### src/hdl/aet_pkg.sv
// package: types, codes and defaults of the adjacency edge table unit
`default_nettype none
package aet_pkg;

  localparam int unsigned MAX_VERTICES_DEF = 64;
  localparam int unsigned MAX_DEGREE_DEF   = 16;

  typedef enum logic [2:0] {
    OP_ADD   = 3'd0,
    OP_REM   = 3'd1,
    OP_QRY   = 3'd2,
    OP_LIST  = 3'd3,
    OP_RMV   = 3'd4,
    OP_CLEAR = 3'd5
  } op_e;

  typedef enum logic [1:0] {
    ST_OK    = 2'd0,
    ST_FULL  = 2'd1,
    ST_RANGE = 2'd2
  } status_e;

  typedef enum logic [2:0] {
    S_IDLE,
    S_RMV0,
    S_LEN,
    S_LENW,
    S_RD,
    S_CMP,
    S_FIN,
    S_OUT
  } state_e;

  typedef struct packed {
    op_e        op;
    logic [5:0] src;
    logic [5:0] tgt;
    logic       bad;
  } item_t;

  typedef struct packed {
    logic  valid;
    item_t item;
  } queue_t;

endpackage
`default_nettype wire

### src/hdl/aet_if.sv
// interfaces: input item channel and result item channel
`default_nettype none
interface aet_in_if;
  logic       valid;
  logic       ready;
  logic [2:0] opcode;
  logic [5:0] source_vertex;
  logic [5:0] target_vertex;
  modport source (output valid, opcode, source_vertex, target_vertex, input ready);
  modport sink (input valid, opcode, source_vertex, target_vertex, output ready);
endinterface

`default_nettype wire

### src/hdl/aet_front.sv
// front end: accepts items, checks vertex ranges and queues them
`default_nettype none
module aet_front #(
  parameter int unsigned MAX_VERTICES = aet_pkg::MAX_VERTICES_DEF
) (
  input  wire logic          clk_i,
  input  wire logic          rst_ni,
  aet_in_if.sink             in_i,
  output aet_pkg::queue_t    q_o,
  input  wire logic          pop_i
);
  import aet_pkg::*;

  item_t       buf_q [2];
  logic        wr_q, rd_q;
  logic [1:0]  cnt_q;
  logic        push;
  logic        pop;
  logic        src_bad, tgt_bad;
  item_t       cls;

  always_comb begin
    src_bad = {26'd0, in_i.source_vertex} >= 32'(MAX_VERTICES);
    tgt_bad = {26'd0, in_i.target_vertex} >= 32'(MAX_VERTICES);
    cls.op  = op_e'(in_i.opcode);
    cls.src = in_i.source_vertex;
    cls.tgt = in_i.target_vertex;
    case (cls.op)
      OP_ADD, OP_REM, OP_QRY: cls.bad = src_bad || tgt_bad;
      OP_LIST, OP_RMV:        cls.bad = src_bad;
      default:                cls.bad = 1'b0;
    endcase
  end

  assign in_i.ready = (cnt_q != 2'd2);
  assign push       = in_i.valid && in_i.ready;
  assign pop        = pop_i && (cnt_q != 2'd0);
  assign q_o.valid  = (cnt_q != 2'd0);
  assign q_o.item   = buf_q[rd_q];

  always_ff @(posedge clk_i) begin
    if (push) buf_q[wr_q] <= cls;
  end

  always_ff @(posedge clk_i or negedge rst_ni) begin
    if (!rst_ni) begin
      wr_q  <= 1'b0;
      rd_q  <= 1'b0;
      cnt_q <= 2'd0;
    end else begin
      if (push) wr_q <= ~wr_q;
      if (pop) rd_q <= ~rd_q;
      case ({push, pop})
        2'b10:   cnt_q <= cnt_q + 2'd1;
        2'b01:   cnt_q <= cnt_q - 2'd1;
        default: cnt_q <= cnt_q;
      endcase
    end
  end
endmodule
`default_nettype wire

### src/flat_wrapper.sv
// flat-port wrapper written by rule: the top's interface ports become plain ports
module aet_front_flat import aet_pkg::*;
#(
  parameter int unsigned MAX_VERTICES = aet_pkg::MAX_VERTICES_DEF
)
  (clk_i, rst_ni, q_o, pop_i, in_i_valid, in_i_opcode, in_i_source_vertex, in_i_target_vertex, in_i_ready);
  aet_in_if in_i_i ();
  input  wire logic clk_i;
  input  wire logic rst_ni;
  output aet_pkg::queue_t q_o;
  input  wire logic pop_i;
  input wire logic [$bits(in_i_i.valid)-1:0] in_i_valid;
  input wire logic [$bits(in_i_i.opcode)-1:0] in_i_opcode;
  input wire logic [$bits(in_i_i.source_vertex)-1:0] in_i_source_vertex;
  input wire logic [$bits(in_i_i.target_vertex)-1:0] in_i_target_vertex;
  output wire logic [$bits(in_i_i.ready)-1:0] in_i_ready;
  assign in_i_i.valid = in_i_valid;
  assign in_i_i.opcode = in_i_opcode;
  assign in_i_i.source_vertex = in_i_source_vertex;
  assign in_i_i.target_vertex = in_i_target_vertex;
  assign in_i_ready = in_i_i.ready;
  aet_front #(.MAX_VERTICES(MAX_VERTICES)) u_core (.clk_i(clk_i), .rst_ni(rst_ni), .in_i(in_i_i), .q_o(q_o), .pop_i(pop_i));
endmodule
### config.mk
export PLATFORM = sky130hd
export DESIGN_NAME = aet_front_flat
export DESIGN_NICKNAME = d
export VERILOG_FILES = /design/src/hdl/aet_pkg.sv /design/src/hdl/aet_if.sv /design/src/hdl/aet_front.sv /design/src/flat_wrapper.sv
export SDC_FILE = /design/constraint.sdc
export NUM_CORES = 1
export LEC_CHECK = 0
export ABC_AREA = 1
export ABC_CLOCK_PERIOD_IN_PS = 1700
export BUFFER_PORTS_ARGS = -buffer_cell sky130_fd_sc_hd__clkbuf_2
export CAP_MARGIN = 20
export CORE_ASPECT_RATIO = 1.2
export CORE_MARGIN = 1
export CORE_UTILIZATION = 40
export DETAILED_ROUTE_END_ITERATION = 16
export PLACE_DENSITY_LB_ADDON = 0.2
export SYNTH_ARGS = -nofsm -noshare
export SYNTH_HDL_FRONTEND = slang
export SYNTH_SLANG_ARGS = --single-unit
### constraint.sdc
create_clock -name clk_i -period 1.7 [get_ports clk_i]
set_clock_uncertainty 0.15 [all_clocks]
set_input_delay 0.34 -clock clk_i [delete_from_list [all_inputs] [get_ports clk_i]]
set_output_delay 0.34 -clock clk_i [all_outputs]
set_load 0.02 [all_outputs]
== After elaboration in Yosys (flattened, before gate mapping) ==
Memories as Yosys holds them, arrays and structs flattened.
Index checks and enable logic that the tools add are counted.
Widths: inputs -> output; s select.

* Register bits after elaboration: 4
* RAM bits: 30
* Output and inout port bits: 18
* Word-level logic and storage cells: 18
* Memories: 1

{| class="wikitable"
|+ Memories
! memory !! depth !! width !! rd ports !! clocked after Yosys merged registers in !! write ports !! RTL line !! RTL
|-
| u_core.buf_q || 2 || 15 || 1 || 0 || 1 || aet_front.sv:14 || <nowiki>item_t buf_q [2];</nowiki>
|}

* Add/subtract/negate cells: 2
* Equal/unequal tests: 3
* Multiplexer cells: 3
* Bitwise logic cells: 2
* Reduce and logical (&&, ||, !) cells: 4

{| class="wikitable"
|+ Operators by type and width
! kind !! number
|-
| $pmux 2 s2 || 1
|-
| $reduce_bool 2->1 || 2
|-
| $add 2x1->2 const B || 1
|-
| $eq 2x1->1 const B || 1
|-
| $eq 2x2->1 const B || 1
|-
| $logic_and 1x1->1 || 2
|-
| $mux 1 || 2
|-
| $ne 2x2->1 const B || 1
|-
| $not 1->1 || 2
|-
| $sub 2x1->2 const B || 1
|}

== Depth between registers and ports, before layout ==
Gate-level depths: netlist of run 1.

* Word-level depth: 4
* Depth in mapped cells: 10

== Worst setup path before layout of run 1 ==
OpenSTA, ideal clock, no wires.

* Path kind: reg-to-reg
* Start: register u_core.cnt_q[0]
* End: memory u_core.buf_q[0][0] (netlist name), enable pin
* Setup time: 0.386 ns
* Arrival: 1.274 ns
* Required time: 1.164 ns
* Path slack: -0.110 ns
* Stages on the path, launching flop included: 5
* Buffers on the path: 0
* Period minus slack after synthesis: 1.810 ns
* Cell sequence: dfrtp_1 -> inv_2 -> nand2_4 -> nand2_4 -> nor2_1

* Word-level cells in the longest chain between the ends: 4

{| class="wikitable"
|+ RTL lines
! what !! RTL line !! RTL
|-
| start, declared || aet_front.sv:16 || <nowiki>logic [1:0] cnt_q;</nowiki>
|-
| start signal, assigned || aet_front.sv:54 || <nowiki>2'b10: cnt_q <= cnt_q + 2'd1;</nowiki>
|-
| start signal, assigned || aet_front.sv:55 || <nowiki>2'b01: cnt_q <= cnt_q - 2'd1;</nowiki>
|-
| start signal, assigned || aet_front.sv:56 || <nowiki>default: cnt_q <= cnt_q;</nowiki>
|-
| $ne 2x2->1 || aet_front.sv:35 || <nowiki>assign in_i.ready = (cnt_q != 2'd2);</nowiki>
|-
| via in_i_ready || flat_wrapper.sv:16 || <nowiki>output wire logic [$bits(in_i_i.ready)-1:0] in_i_ready;</nowiki>
|-
| $logic_and 1x1->1 || aet_front.sv:36 || <nowiki>assign push = in_i.valid && in_i.ready;</nowiki>
|-
| $mux 1 || aet_front.sv:42 || <nowiki>if (push) buf_q[wr_q] <= cls;</nowiki>
|-
| $mux 1 (implied by the code) || aet_front.sv:42 ||
|-
| end, declared || aet_front.sv:14 ||
|}

The timed path passes the listed nets, and every way through them passes these cells.

==> results.txt, run 1 <==
DRC Markers - 0
Initial antenna violation count - 0
RSZ-0062 raised after global routing - yes
Die area - 3628 um2
1st-iter DRT viols - 12
Root buf cell - clkbuf_4
Worst EP required - 1210 ps
Antenna diode count - 0
Post-synth top area share - 66.42%
Mapped cell area - 1356 um2
Post-Syn Instances - 110
Ys async rst share - 11.76%
Worst vdd ir - 1.089 mV
Failing checks - negative setup slack
Worst Hold Class - in2reg
Vias - 890
GP Congestion - 0.6473
Dominant cells by area after synthesis - edfxtp_1 66%, nand2_1 14%, dfrtp_1 7.4%
First-pass GRT wire length - 3.760 mm
Synth Net Count - 130
MaxCap Viol Count - 0
Pins Over Slew Limit - 0
Endpoints failing setup - 1
Register area share after synthesis - 73.80%
Io pins - 37
#FFs+latches synth - 34
Worst Setup End Kind - primary output
Core Footprint - 3138 um2
Number of global-route vias before repair - 851
Post-DP HPWL - 1.776 mm
Final design utilization - 54.90%
Clock Path Buffers - 2
Port bufs - 35
CP max FO - 6
Critical Path AT - 1220 ps
Post-layout min period - 1705 ps
Worst r2r src - u_core.cnt_q[1]
Critical path launch point type - register
R2R Setup Slk - 140 ps
Area of the multi-input gates - 291.5 um2
DR WL/cell - 12.69 um
Area added between synthesis and finish - 27.03%
Leak - 0.7897 nW
Post-route ant nets - 0
Clk pin slew, worst setup/hold paths - 100 ps
Register Area - 1002 um2
Setup CP Type - reg2out
Period Utilization, post-route - 100.3%
Fmax achieved - 586.4 MHz
Number of synthesized flops with an enable pin - 30
Synth Flop Type - edfxtp_1
Biggest area consumer among synthesized cells - edfxtp_1
Most frequent cells after synthesis - 52 x nand2_1, 30 x edfxtp_1, 5 x inv_1
Fillers - 275
Final Hold Fails - 0
Netlist cell types - 18
CTS Sinks - 34
Die X - 55.16 um
CTS tree - done
Status - complete, but fails checks
Most frequent cell after synthesis - nand2_1
Tot GR Track Use - 15.44%
Drt pass-1 iters - 4
Total CTS buffers - 5
Nets - 176
Rows - 22
H-tree level count - 2
Start point of the critical path - u_core.rd_q
Pre-CTS worst setup slack - 147.2 ps
Drt total wl - 2.450 mm
Die H - 65.79 um
Clock latency on the worst-skew pair - 320 ps
Syn Area/Cell - 12.33 um2
Worst setup margin - -5.216 ps
Yosys warning count - 0
Via density - 4.611
Largest net degree at the start of global routing - 17
Power Dens Cells - 1763 nW/um2
Layout cells sized above 1 - 36.31%
Worst hold start - in_i_target_vertex[0]
Starting Density - 43.22%
Congestion Overflow GR - 0
-- power breakdown --
group,internal [mW],total [mW],switching (mW)
sequential,1.15,1.25,0.0945
clock,0.155,0.399,0.243
combinational,0.547,1.39,0.845
total,1.85,3.04,1.18
-- cells in the final DEF, fill, tap and decap left out, drive strengths merged --
cell type / count
ha: 1
edfxtp: 30
inv: 6
nor2: 3
nand4: 1
dlygate4sd3: 1
conb: 1
clkbuf: 41
buf: 7
clkinv: 3
xnor2: 1
a21oi: 1
nand2: 55
dfrtp: 4
nand3: 2
-- metal layers --
layer | vias up | part of all wire (%) | GRT usage [%]
met4 | 0 | 1.8 | 7.500
met2 | 31 | 52 | 24.55
met1 | 402 | 41 | 17.82
met5 | - | 0 | 0
li1 | 452 | - | -
met3 | 5 | 5.9 | 5.747
-- cell families (layout without fill, tap and decap cells) --
logic type,Yosys count,count (layout),synth area share (%)
AO/OA/AOI/OAI,1,1,0.3686
flip-flops,34,34,73.80
XOR/XNOR,1,1,0.6459
buffers and inverters,11,58,4.889
AND/OR/NAND/NOR,61,61,19.10
adder cells (fa/ha/maj),1,1,0.9224
other,1,1,0.2765
-- cell type report --
type                    count  share of cell area [%]
inverters                   7                   1.816
flip-flops and latches     34                   58.17
clock buffers               6                   2.397
multi-input cells          65                   16.92
clock inverters             2                  0.5084
well taps                  36                   2.614
repair buffers             43                   17.57
-- worst paths after layout --
path / to / cells past startpoint
worst min-delay path: u_core.buf_q[0][0] / 1
min in group asynchronous: u_core.cnt_q[1] / 2
worst max-delay path: q_o[4] / 4
worst min register to register: u_core.wr_q / 2
max in group asynchronous: u_core.rd_q / 2
worst max register to register: u_core.cnt_q[1] / 9
-- what timing repair did --
action,4_1_cts,5_1_grt
hold buffers,1,0
setup endpoints to repair,15,16
hold endpoints to repair,4,0
buffers inserted,0,1
gates resized for setup,14,4
-- critical path, cell delays in order, from the launching register on --
cell and delay [ps]:
dfrtp_2 450, buf_4 170, nand2_1 70, nand2_1 60
clkbuf_8 140
-- state kept, by name (all words and copies together), names as in the netlist --
register / flops
u_core.buf_q: 30
u_core.cnt_q: 2
u_core.rd_q: 1
u_core.wr_q: 1
-- metrics by stage --
stage          hold slack [ps]  cells  total power, mW  TNS (ps)  instance area (um2)
6_report                 50.30    193            3.037    -5.216                 1723
5_1_grt                  19.10    193            3.252     -1026                 1723
4_1_cts                  39.45    192            3.045    -521.5                 1708
3_5_place_dp             10.72    183            2.497         0                 1587
3_3_place_gp             4.500    183            2.443         0                 1587
2_1_floorplan           -105.6    110            2.098         0                 1359
(Power assumes the default switching activity.)
==> inputs of run 2 (changes only) <==
--- a/config.mk
+++ b/config.mk
@@ -11,9 +11,11 @@
 export CAP_MARGIN = 20
 export CORE_ASPECT_RATIO = 1.2
 export CORE_MARGIN = 1
-export CORE_UTILIZATION = 40
+export CORE_UTILIZATION = 25
 export DETAILED_ROUTE_END_ITERATION = 16
+export MAX_ROUTING_LAYER = met4
 export PLACE_DENSITY_LB_ADDON = 0.2
+export SLEW_MARGIN = 0
 export SYNTH_ARGS = -nofsm -noshare
 export SYNTH_HDL_FRONTEND = slang
 export SYNTH_SLANG_ARGS = --single-unit
==> results.txt, run 2 (synthesized netlist as in run 1, its figures left out) <==
DRC Markers - 0
Tot GR Track Use - 10.88%
Post-DP HPWL - 1.814 mm
Commonest non-fill, non-tap cells in the layout - 52 x nand2_1, 35 x clkbuf_2, 30 x edfxtp_1
Via density - 4.183
Period Utilization, post-route - 97.68%
Largest register FFs - 30
Worst EP required - 1210 ps
Largest regs - u_core.buf_q (30), u_core.cnt_q (2)
Top sig layer - met4
Worst r2r src - u_core.cnt_q[0]
Antenna diode count - 0
Power Dens Cells - 1781 nW/um2
Area added between synthesis and finish - 26.66%
Starting Density - 25.78%
Number of global-route vias before repair - 967
Critical path launch point type - register
First-pass GRT wire length - 4.464 mm
Most common cell after layout, fill and taps aside - nand2_1
R2R depth - 9
Die X - 69.24 um
Pins Over Slew Limit - 0
Die H - 82.69 um
Largest net degree at the start of global routing - 17
Vias - 912
Worst setup margin - 39.42 ps
DR WL met2 - 1.300 mm
DR WL/cell - 12.22 um
Endpoints failing setup - 0
H-tree level count - 2
Reg-to-Reg End - u_core.cnt_q[1]
Status - complete, no violations
GP Congestion - 0.7219
Clk pin slew, worst setup/hold paths - 70 ps
Worst Hold Depth - 1
DRT met1 WL - 1.154 mm
Clock latency on the worst-skew pair - 280 ps
Post-route ant nets - 0
Post-Layout Cell Count - 218
R2R Setup Slk - 110 ps
Core Footprint - 5261 um2
Nets - 175
CP max FO - 7
RSZ-0062 raised after global routing - yes
Largest Register - u_core.buf_q
Hold EP - u_core.buf_q[1][12]
Io pins - 37
Die area - 5725 um2
MaxCap Viol Count - 0
Port bufs - 35
Root buf cell - clkbuf_8
Critical Path AT - 1170 ps
Congestion Overflow GR - 0
Post-layout min period - 1661 ps
Final Hold Fails - 0
Leak - 0.7783 nW
Clock Path Buffers - 2
Setup CP Type - reg2out
Worst vdd ir - 0.8592 mV
Total CTS buffers - 5
Met3 Wirelength - 177 um
Layout cells sized above 1 - 35.26%
Rows - 29
Drt pass-1 iters - 4
CTS Sinks - 34
Worst Hold Class - in2reg
Pre-CTS worst setup slack - 122.5 ps
1st-iter DRT viols - 43
Worst Setup End Kind - primary output
Initial antenna violation count - 0
Worst hold start - in_i_opcode[0]
Fmax achieved - 602.2 MHz
Dpl cells - 208
Drt total wl - 2.663 mm
CTS tree - done
==> run 2: cell count changes in the layout (fill, tap and decap cells not counted), sizes merged <==
cell    delta
inv        +1
buf        -1
clkinv     -1
==> run 2: report_power, final <==
group	switching (mW)	internal, mW
Sequential	0.0904	1.15
Clock	0.284	0.281
Combinational	0.838	0.413
Total	1.21	1.85
==> run 2: how the worst max path moves through the flow <==
stage | startpoint | end | slack [ps] | cells past startpoint
finish | u_core.rd_q | q_o[7] | 40 | 4
global route | u_core.rd_q | q_o[15] | -50 | 4
CTS | u_core.rd_q | q_o[7] | 6 | 4
detailed placement | u_core.cnt_q[1] | u_core.cnt_q[1] | 120 | 9
global placement | u_core.cnt_q[1] | u_core.cnt_q[1] | 240 | 9
floorplan | u_core.cnt_q[0] | u_core.buf_q[0][0] | 140 | 4
==> run 2: cell type report <==
| cell class | count | area, um2 |
|---|---|---|
| Multi-Input combinational cell | 65 | 291.5 |
| Clock buffer | 6 | 72.57 |
| Inverter | 7 | 31.28 |
| Tap cell | 62 | 77.57 |
| Fill cell | 541 | 3543 |
| Clock inverter | 2 | 8.758 |
| Timing Repair Buffer | 42 | 234.0 |
| Sequential cell | 34 | 1002 |
==> run 2: timing repair <==
item,CTS,global route
resized for setup,3,0
cloned,0,0
hold buffers,1,0
hold endpoints to repair,4,0
buffers inserted,0,1
endpoints found under the setup margin,15,16
==> run 2: per-stage QoR <==
stage / area, um2 / hold WS (ps) / power (mW) / util, % / TNS [ps]
after floorplan: 1359 / -105.6 / 2.098 / - / 0
after CTS: 1710 / 82.87 / 3.106 / 32.51 / 0
after global placement: 1612 / 0.1321 / 2.469 / 30.63 / 0
final: 1718 / 94.14 / 3.060 / 32.65 / 0
after global routing: 1718 / 78.16 / 3.286 / 32.65 / -466.1
after detailed placement: 1612 / 6.933 / 2.508 / 30.63 / 0
==> run 2: metal layers <==
layer  GRT usage [%]  vias to the layer above
met4           7.347                        0
met1           11.81                      425
met2           17.67                       36
met5               -                        -
li1                -                      447
met3           3.034                        4
==> run 2: critical path: stages (launching register included) <==
cell	delay, ps
dfrtp_2	440
buf_4	180
nand2_1	60
nand2_1	60
clkbuf_2	150
